### config.mk
export PLATFORM = sky130hd
export DESIGN_NAME = joystick_axis_autocal_normalizer
export DESIGN_NICKNAME = d
export VERILOG_FILES = /design/src/hw/rtl/jaan_pkg.sv /design/src/hw/rtl/jaan_div.sv /design/src/hw/rtl/joystick_axis_autocal_normalizer.sv
export SDC_FILE = /design/constraint.sdc
export NUM_CORES = 1
export LEC_CHECK = 0
export BUFFER_PORTS_ARGS = -buffer_cell sky130_fd_sc_hd__buf_2
export CAP_MARGIN = 20
export CORE_UTILIZATION = 50
export DETAILED_ROUTE_END_ITERATION = 8
export PLACE_DENSITY = 0.68
export SETUP_SLACK_MARGIN = 0.1
export SLEW_MARGIN = 15
export SYNTH_ARGS = -nofsm -noshare
export SYNTH_HDL_FRONTEND = slang
export SYNTH_SLANG_ARGS = --single-unit
### constraint.sdc
create_clock -name clk -period 22.3 [get_ports clk]
set_input_delay 2.23 -clock clk [delete_from_list [all_inputs] [get_ports clk]]
set_output_delay 2.23 -clock clk [all_outputs]
set_load 0.02 [all_outputs]
### src/hw/rtl/jaan_pkg.sv
`default_nettype none
package jaan_pkg;

	localparam int SAMPLE_BITS = 12;
	localparam int SAMPLES_PER_READ = 5;
	localparam int SAMPLE_FIELDS = 5;
	localparam int N_USED = (SAMPLES_PER_READ > SAMPLE_FIELDS) ? SAMPLE_FIELDS :
		((SAMPLES_PER_READ < 1) ? 1 : SAMPLES_PER_READ);

	localparam int CENTER_W = 12;
	localparam int SPAN_W = 11;
	localparam int DZ_W = 14;
	localparam int CFG_W = 14;

	// center + span takes one bit over the center
	localparam int ACC_B = (SAMPLE_BITS > CENTER_W + 1) ? SAMPLE_BITS : CENTER_W + 1;
	localparam int SUM_W = ACC_B + $clog2(N_USED);
	localparam int EXT_W = SUM_W + 2;
	localparam int CNT_W = (N_USED > 1) ? $clog2(N_USED) : 1;

	localparam int FULL_SCALE = 10000;
	localparam int Q_W = 14;
	localparam int POS_W = Q_W + 1;
	localparam int PROD_W = SUM_W + Q_W;
	localparam int DCNT_W = $clog2(Q_W);

	localparam logic [CENTER_W-1:0] CENTER_RST = CENTER_W'(2048);
	localparam logic [SPAN_W-1:0] SPAN_RST = SPAN_W'(1229);
	localparam logic [DZ_W-1:0] DZ_RST = DZ_W'(1000);

	typedef enum logic [1:0] {
		CFG_CENTER_H = 2'd0,
		CFG_CENTER_V = 2'd1,
		CFG_SPAN = 2'd2,
		CFG_DEAD_ZONE = 2'd3
	} cfg_idx_t;

	typedef enum logic [2:0] {
		ST_IDLE,
		ST_SUM,
		ST_EXT,
		ST_RNG,
		ST_DIV,
		ST_FIN
	} state_t;

	typedef struct packed {
		logic axis;
		logic [SAMPLE_BITS-1:0] sample_0;
		logic [SAMPLE_BITS-1:0] sample_1;
		logic [SAMPLE_BITS-1:0] sample_2;
		logic [SAMPLE_BITS-1:0] sample_3;
		logic [SAMPLE_BITS-1:0] sample_4;
	} req_t;

	typedef struct packed {
		logic signed [POS_W-1:0] position;
		logic axis_echo;
	} rsp_t;

	// N * (center -/+ span)
	function automatic logic signed [EXT_W-1:0] seed(
		input logic [CENTER_W-1:0] c,
		input logic [SPAN_W-1:0] s,
		input logic up
	);
		logic signed [EXT_W-1:0] cx;
		logic signed [EXT_W-1:0] sx;
		logic signed [EXT_W-1:0] d;
		cx = $signed(EXT_W'(c));
		sx = $signed(EXT_W'(s));
		d = up ? (cx + sx) : (cx - sx);
		return EXT_W'(d * N_USED);
	endfunction

endpackage
`default_nettype wire

### src/hw/rtl/jaan_div.sv
`default_nettype none
// Restoring divider, one quotient bit per cycle: quot = (num * FULL_SCALE) / den.
// Requires num <= den; den == 0 gives 0.
module jaan_div (
	input wire logic clk,
	input wire logic arst_n,
	input wire logic start,
	input wire logic [jaan_pkg::SUM_W-1:0] num,
	input wire logic [jaan_pkg::SUM_W-1:0] den,
	output logic done,
	output logic [jaan_pkg::Q_W-1:0] quot
);

	logic busy_q;
	logic done_q;
	logic [jaan_pkg::DCNT_W-1:0] cnt_q;
	logic [jaan_pkg::SUM_W-1:0] rem_q;
	logic [jaan_pkg::Q_W-1:0] dd_q;
	logic [jaan_pkg::Q_W-1:0] q_q;
	logic [jaan_pkg::SUM_W-1:0] den_q;
	logic zero_q;

	logic [jaan_pkg::PROD_W-1:0] prod;
	logic [jaan_pkg::SUM_W+1:0] trial;
	logic ge;

	assign prod = jaan_pkg::PROD_W'(num) * jaan_pkg::PROD_W'(jaan_pkg::FULL_SCALE);
	assign trial = {1'b0, rem_q, dd_q[jaan_pkg::Q_W-1]} - {2'b00, den_q};
	assign ge = ~trial[jaan_pkg::SUM_W+1];

	always_ff @(posedge clk or negedge arst_n) begin
		if (!arst_n) begin
			busy_q <= 1'b0;
			done_q <= 1'b0;
			cnt_q <= '0;
		end else begin
			done_q <= 1'b0;
			if (start) begin
				busy_q <= 1'b1;
				cnt_q <= '0;
			end else if (busy_q) begin
				cnt_q <= cnt_q + 1'b1;
				if (cnt_q == jaan_pkg::DCNT_W'(jaan_pkg::Q_W - 1)) begin
					busy_q <= 1'b0;
					done_q <= 1'b1;
				end
			end
		end
	end

	always_ff @(posedge clk) begin
		if (start) begin
			rem_q <= prod[jaan_pkg::PROD_W-1:jaan_pkg::Q_W];
			dd_q <= prod[jaan_pkg::Q_W-1:0];
			den_q <= den;
			zero_q <= (den == '0);
			q_q <= '0;
		end else if (busy_q) begin
			if (ge) begin
				rem_q <= trial[jaan_pkg::SUM_W-1:0];
			end else begin
				rem_q <= {rem_q[jaan_pkg::SUM_W-2:0], dd_q[jaan_pkg::Q_W-1]};
			end
			dd_q <= {dd_q[jaan_pkg::Q_W-2:0], 1'b0};
			q_q <= {q_q[jaan_pkg::Q_W-2:0], ge};
		end
	end

	assign done = done_q;
	assign quot = zero_q ? '0 : q_q;

endmodule
`default_nettype wire

### src/hw/rtl/joystick_axis_autocal_normalizer.sv
`default_nettype none
// channel  signals                                  beat
// req      req_valid/req_ready/req                  one axis read (axis, five samples)
// rsp      rsp_valid/rsp_ready/rsp                  position, axis_echo
// cfg      cfg_valid/cfg_ready/cfg_index/cfg_data   one register write
//
// Each read goes through serial sample summing, extreme tracking and travel, the
// bit-serial divider, and dead zone and handoff before the next read is taken.
// Reset loads register defaults and seeds extremes. A center or span write
// re-seeds in the next cycle, req_ready low meanwhile. A held rsp beat does not
// block the next req; a finished read waits only if rsp still holds a beat.
module joystick_axis_autocal_normalizer (
	input wire logic clk,
	input wire logic arst_n,
	input wire logic req_valid,
	output logic req_ready,
	input wire jaan_pkg::req_t req,
	output logic rsp_valid,
	input wire logic rsp_ready,
	output jaan_pkg::rsp_t rsp,
	input wire logic cfg_valid,
	output logic cfg_ready,
	input wire jaan_pkg::cfg_idx_t cfg_index,
	input wire logic [jaan_pkg::CFG_W-1:0] cfg_data
);

	jaan_pkg::state_t st_q, st_d;

	logic [jaan_pkg::CENTER_W-1:0] ctr_h_q;
	logic [jaan_pkg::CENTER_W-1:0] ctr_v_q;
	logic [jaan_pkg::SPAN_W-1:0] span_q;
	logic [jaan_pkg::DZ_W-1:0] dz_q;
	logic reseed_q;
	logic signed [jaan_pkg::EXT_W-1:0] low_q [2];
	logic signed [jaan_pkg::EXT_W-1:0] high_q [2];

	logic [jaan_pkg::SAMPLE_BITS-1:0] samp_q [jaan_pkg::SAMPLE_FIELDS];
	logic [jaan_pkg::SUM_W-1:0] acc_q;
	logic [jaan_pkg::CNT_W-1:0] cnt_q;
	logic axis_q;
	logic neg_q;
	logic [jaan_pkg::SUM_W-1:0] m_q;
	logic rsp_valid_q;
	jaan_pkg::rsp_t rsp_q;

	logic div_start;
	logic div_done;
	logic [jaan_pkg::Q_W-1:0] div_q;
	logic rsp_load;

	logic [jaan_pkg::SUM_W-1:0] ctr_sel;
	logic signed [jaan_pkg::EXT_W-1:0] sum_x;
	logic signed [jaan_pkg::EXT_W-1:0] ctr_x;
	logic signed [jaan_pkg::EXT_W-1:0] hi_new;
	logic signed [jaan_pkg::EXT_W-1:0] lo_new;
	logic neg_c;
	logic [jaan_pkg::SUM_W-1:0] m_c;
	logic signed [jaan_pkg::EXT_W-1:0] rng_x;
	logic [jaan_pkg::Q_W-1:0] mag_dz;
	logic [jaan_pkg::POS_W-1:0] pos_c;
	logic cfg_fire;

	assign cfg_ready = 1'b1;
	assign cfg_fire = cfg_valid & cfg_ready;

	assign ctr_sel = jaan_pkg::SUM_W'((axis_q ? ctr_v_q : ctr_h_q) * jaan_pkg::N_USED);
	assign sum_x = $signed(jaan_pkg::EXT_W'(acc_q));
	assign ctr_x = $signed(jaan_pkg::EXT_W'(ctr_sel));
	assign hi_new = (sum_x > high_q[axis_q]) ? sum_x : high_q[axis_q];
	assign lo_new = (sum_x < low_q[axis_q]) ? sum_x : low_q[axis_q];
	assign neg_c = acc_q < ctr_sel;
	assign m_c = neg_c ? (ctr_sel - acc_q) : (acc_q - ctr_sel);
	assign rng_x = neg_q ? (ctr_x - low_q[axis_q]) : (high_q[axis_q] - ctr_x);
	assign mag_dz = (div_q < dz_q) ? '0 : div_q;
	assign pos_c = neg_q ? (jaan_pkg::POS_W'(0) - {1'b0, mag_dz}) : {1'b0, mag_dz};

	jaan_div u_div (
		.clk(clk),
		.arst_n(arst_n),
		.start(div_start),
		.num(m_q),
		.den(rng_x[jaan_pkg::SUM_W-1:0]),
		.done(div_done),
		.quot(div_q)
	);

	always_comb begin
		st_d = st_q;
		req_ready = 1'b0;
		div_start = 1'b0;
		rsp_load = 1'b0;
		unique case (st_q)
			jaan_pkg::ST_IDLE: begin
				req_ready = ~reseed_q;
				if (req_valid && !reseed_q) st_d = jaan_pkg::ST_SUM;
			end
			jaan_pkg::ST_SUM: begin
				if (cnt_q == jaan_pkg::CNT_W'(jaan_pkg::N_USED - 1)) st_d = jaan_pkg::ST_EXT;
			end
			jaan_pkg::ST_EXT: st_d = jaan_pkg::ST_RNG;
			jaan_pkg::ST_RNG: begin
				div_start = 1'b1;
				st_d = jaan_pkg::ST_DIV;
			end
			jaan_pkg::ST_DIV: begin
				if (div_done) st_d = jaan_pkg::ST_FIN;
			end
			jaan_pkg::ST_FIN: begin
				if (!rsp_valid_q || rsp_ready) begin
					rsp_load = 1'b1;
					st_d = jaan_pkg::ST_IDLE;
				end
			end
			default: st_d = jaan_pkg::ST_IDLE;
		endcase
	end

	always_ff @(posedge clk or negedge arst_n) begin
		if (!arst_n) begin
			st_q <= jaan_pkg::ST_IDLE;
			rsp_valid_q <= 1'b0;
		end else begin
			st_q <= st_d;
			if (rsp_load) begin
				rsp_valid_q <= 1'b1;
			end else if (rsp_ready) begin
				rsp_valid_q <= 1'b0;
			end
		end
	end

	// registers and tracked extremes
	always_ff @(posedge clk or negedge arst_n) begin
		if (!arst_n) begin
			ctr_h_q <= jaan_pkg::CENTER_RST;
			ctr_v_q <= jaan_pkg::CENTER_RST;
			span_q <= jaan_pkg::SPAN_RST;
			dz_q <= jaan_pkg::DZ_RST;
			reseed_q <= 1'b0;
			low_q[0] <= jaan_pkg::seed(jaan_pkg::CENTER_RST, jaan_pkg::SPAN_RST, 1'b0);
			low_q[1] <= jaan_pkg::seed(jaan_pkg::CENTER_RST, jaan_pkg::SPAN_RST, 1'b0);
			high_q[0] <= jaan_pkg::seed(jaan_pkg::CENTER_RST, jaan_pkg::SPAN_RST, 1'b1);
			high_q[1] <= jaan_pkg::seed(jaan_pkg::CENTER_RST, jaan_pkg::SPAN_RST, 1'b1);
		end else begin
			if (cfg_fire) begin
				unique case (cfg_index)
					jaan_pkg::CFG_CENTER_H: begin
						ctr_h_q <= cfg_data[jaan_pkg::CENTER_W-1:0];
						reseed_q <= 1'b1;
					end
					jaan_pkg::CFG_CENTER_V: begin
						ctr_v_q <= cfg_data[jaan_pkg::CENTER_W-1:0];
						reseed_q <= 1'b1;
					end
					jaan_pkg::CFG_SPAN: begin
						span_q <= cfg_data[jaan_pkg::SPAN_W-1:0];
						reseed_q <= 1'b1;
					end
					jaan_pkg::CFG_DEAD_ZONE: dz_q <= cfg_data[jaan_pkg::DZ_W-1:0];
				endcase
			end else if (reseed_q) begin
				reseed_q <= 1'b0;
			end
			if (reseed_q) begin
				low_q[0] <= jaan_pkg::seed(ctr_h_q, span_q, 1'b0);
				high_q[0] <= jaan_pkg::seed(ctr_h_q, span_q, 1'b1);
				low_q[1] <= jaan_pkg::seed(ctr_v_q, span_q, 1'b0);
				high_q[1] <= jaan_pkg::seed(ctr_v_q, span_q, 1'b1);
			end else if (st_q == jaan_pkg::ST_EXT) begin
				low_q[axis_q] <= lo_new;
				high_q[axis_q] <= hi_new;
			end
		end
	end

	always_ff @(posedge clk) begin
		unique case (st_q)
			jaan_pkg::ST_IDLE: begin
				samp_q[0] <= req.sample_0;
				samp_q[1] <= req.sample_1;
				samp_q[2] <= req.sample_2;
				samp_q[3] <= req.sample_3;
				samp_q[4] <= req.sample_4;
				axis_q <= req.axis;
				acc_q <= '0;
				cnt_q <= '0;
			end
			jaan_pkg::ST_SUM: begin
				acc_q <= acc_q + jaan_pkg::SUM_W'(samp_q[0]);
				for (int i = 0; i < jaan_pkg::SAMPLE_FIELDS - 1; i++) begin
					samp_q[i] <= samp_q[i+1];
				end
				cnt_q <= cnt_q + 1'b1;
			end
			jaan_pkg::ST_EXT: begin
				neg_q <= neg_c;
				m_q <= m_c;
			end
			default: ;
		endcase
		if (rsp_load) begin
			rsp_q.position <= $signed(pos_c);
			rsp_q.axis_echo <= axis_q;
		end
	end

	assign rsp_valid = rsp_valid_q;
	assign rsp = rsp_q;

endmodule
`default_nettype wire
==> impl_metrics.toml <==
[clock_network]
tritoncts = "built"
ctsHoldBuffers = 0
cts_setup_buffers = 0
cts.clk_slew.worst_paths_ns = 0.06
cts_buffers = 37
cts.repair.resized = 0
clock_path_buffers = 3
cts_root_buf = "clkbuf_16"
clock-sinks = 302
htreeDepth = 2
insertion_delay_ns = 0.55

[floorplan]
die_x_um = 230
core_area_mm2 = 0.0514
die_h_um = 230
io_pins = 101
fp-row-count = 83
start_util_pct = 50.6
design.die.area_mm2 = 0.0529

[sta]
rsz0062_at_grt = "false"
setup_viol = 0
tightest_slew_ns = 1.10
clock.fmax_mhz = 155
final_hold_viol_count = 0
tns_ns = 0
fin_crit_ns = 6.43
fin_crit_sh_pct = 28.8
slew_viol_final = 0
finClkSkew_ns = 0.0208
slew_headroom_pct = 26.6

[critical_path]
crit_path_start_kind = "flop"
cp_max_fo = 19
critPathRequiredTime_ns = 22.59
worst-r2r-cell-count = 22
end_kind = "flop"
cp_data_arrival_time_ns = 6.73
crit_slowest_cell = "mux2i_1"
r2r_slack_ns = 15.87
slowest_delay_ns = 0.66
path_class = "reg2reg"
crit_chain = "buf_4 > mux2i_1 > inv_1 > ha_1 > ha_1 > fa_1 > a21oi_1 > nor2b_1 > nor2_1 > xnor2_1 > inv_1 > ha_1 > nor4_1 > nand2_1 > o221ai_1 > o2111ai_2 > maj3_2 > maj3_2 > maj3_2 > xnor2_1 > mux2_1 > o2111a_1"

[synth]
synth_top_cell_by_area = "edfxtp_1"
synthesis.area_per_instance_um2 = 9.41
syn_area_mm2 = 0.0260
synth_top_cells_by_count = "ha_1 (354), nand2_1 (308), inv_1 (265)"
synth_flop_cell = "edfxtp_1"
yosys-top-cells-area = "edfxtp_1 (18%), ha_1 (17%), dfrtp_1 (8.7%), nand2_1 (4.4%), dfstp_2 (4.2%)"
syn-instance-count = 2765
async_flop_share_pct = 43.7
ys_ff_latch = 302
ys_seq_area_share_pct = 32.0
yosysMostFrequentCell = "ha_1"
syn_nets = 3251
synth_top_area_share_pct = 18.0
synth-edff-count = 156
ys_warn_count = 0
synthDistinctLibCells = 107

[global_routing]
grt_pass1_wl_um = 109000
grt_max_degree = 72
overflow = 0
antenna_found_initial = 2
grt_pass1_vias = 20092
track_usage_pct = 25.8

[finish]
multi_input_area_mm2 = 0.0163
areaGrowthSynthToFinish_pct = 9.30
final-seq-area_mm2 = 0.00832
nFillCells = 4573
drive_above_1_share_pct = 12.6
nNetsFinal = 3331

[run]
maxCapViolations = 0

[placed_design]
numPortBuffers = 99
dp_hpwl_um = 53400
gp_congestion = 0.964

[min_path]
whs_path_depth = 1
hold_path_class = "reg2reg"

[detailed_routing]
detail_route.first_pass.iterations = 6
wl_per_cell_um = 19.1
via_count = 20342
drt_iter0_markers = 1431
viasPerCell = 5.73
drtAntennaViolNets = 0
drcViolationCount = 0
wl_um = 67900

[run_status]
outcome = "complete, no violations"
-- registers in the layout (all words and copies together) (netlist names), 3 cells and up --
register and cells:
u_div.q_q 14, u_div.cnt_q 4, u_div.rem_q 16, ctr_h_q 12, m_q 16, high_q 36, st_q 3, u_div.dd_q 10
rsp 16, dz_q 14, acc_q 16, ctr_v_q 12, cnt_q 3, samp_q 60, low_q 36, u_div.den_q 16
span_q 11
-- area by class of cell --
| type | count | area share [%] |
|---|---|---|
| Clock buffer | 47 | 3.49 |
| Inverter | 272 | 3.64 |
| Tap cell | 680 | 2.99 |
| Sequential cell | 302 | 29.3 |
| Multi-Input combinational cell | 2107 | 57.5 |
| Clock inverter | 19 | 0.598 |
| Timing Repair Buffer | 125 | 2.50 |
| Antenna cell | 1 | 0.00880 |
-- layout by cell type (no fill, tap or decap), types with 30 or more instances in the layout --
cell type,n
a21oi_1,173
xor2_1,61
dfstp_2,42
nor2_1,177
o21bai_1,34
mux2i_1,104
edfxtp_1,156
xnor2_1,96
nand2_1,307
o21ai_0,145
inv_1,265
o21a_1,30
nor3_1,33
nor2b_1,48
dfrtp_1,89
a21o_1,44
mux2_2,77
ha_1,354
fa_1,50
buf_2,98
clkbuf_16,37
nand3_1,33
-- routing by layer --
layer | GRT usage (%) | share of wire, % | up-vias
li1 | - | - | 9928
met1 | 34.9 | 46 | 9882
met2 | 43.1 | 47 | 436
met3 | 3.09 | 4.1 | 96
met4 | 7.51 | 2.8 | 0
met5 | 0 | 0 | -
-- worst max-delay path, delay by kind of cell (launching register included) --
kind,cells,cell delay (ns)
DFF,1,0.32
xor gates and xnor gates,2,0.36
adders and majority gates,7,2.23
and+or+nand+nor,4,0.83
AOI/OAI and AO/OA,4,0.73
muxes,2,0.97
buffers and inverters,3,0.73
-- per-stage QoR --
stage	hold WS [ns]	std cells	utilization (%)	setup slack (ns)	area, um2
CTS	0.495	3550	55.3	15.90	28400
finish	0.501	3553	55.3	15.87	28400
floorplan	0.447	2765	-	15.30	26000
detailed placement	0.474	3484	53.0	15.95	27300
global route	0.528	3553	55.3	15.55	28400
global placement	0.470	3483	53.0	16.01	27200
-- cell families after synthesis --
family	count (synthesis)	synth area share (%)
AOI/OAI and AO/OA	601	15.1
xor gates and xnor gates	159	5.50
adders and majority gates	411	21.2
buffers and inverters	356	5.29
DFF	302	32.0
muxes	185	7.55
other	1	0.0144
and+or+nand+nor	750	13.4
-- path summary, 6_finish.rpt --
kind | endpoint | from
min reg2reg | high_q[8] | high_q[8]
max | u_div.zero_q | axis_q
min in group asynchronous | dz_q[12] | arst_n
max in group asynchronous | high_q[16] | arst_n
max reg2reg | u_div.zero_q | axis_q
min | high_q[8] | high_q[8]
Power is left out: the tool's default activity adds up to more than one toggle a clock period on the data nets, which glitch-free logic cannot reach.
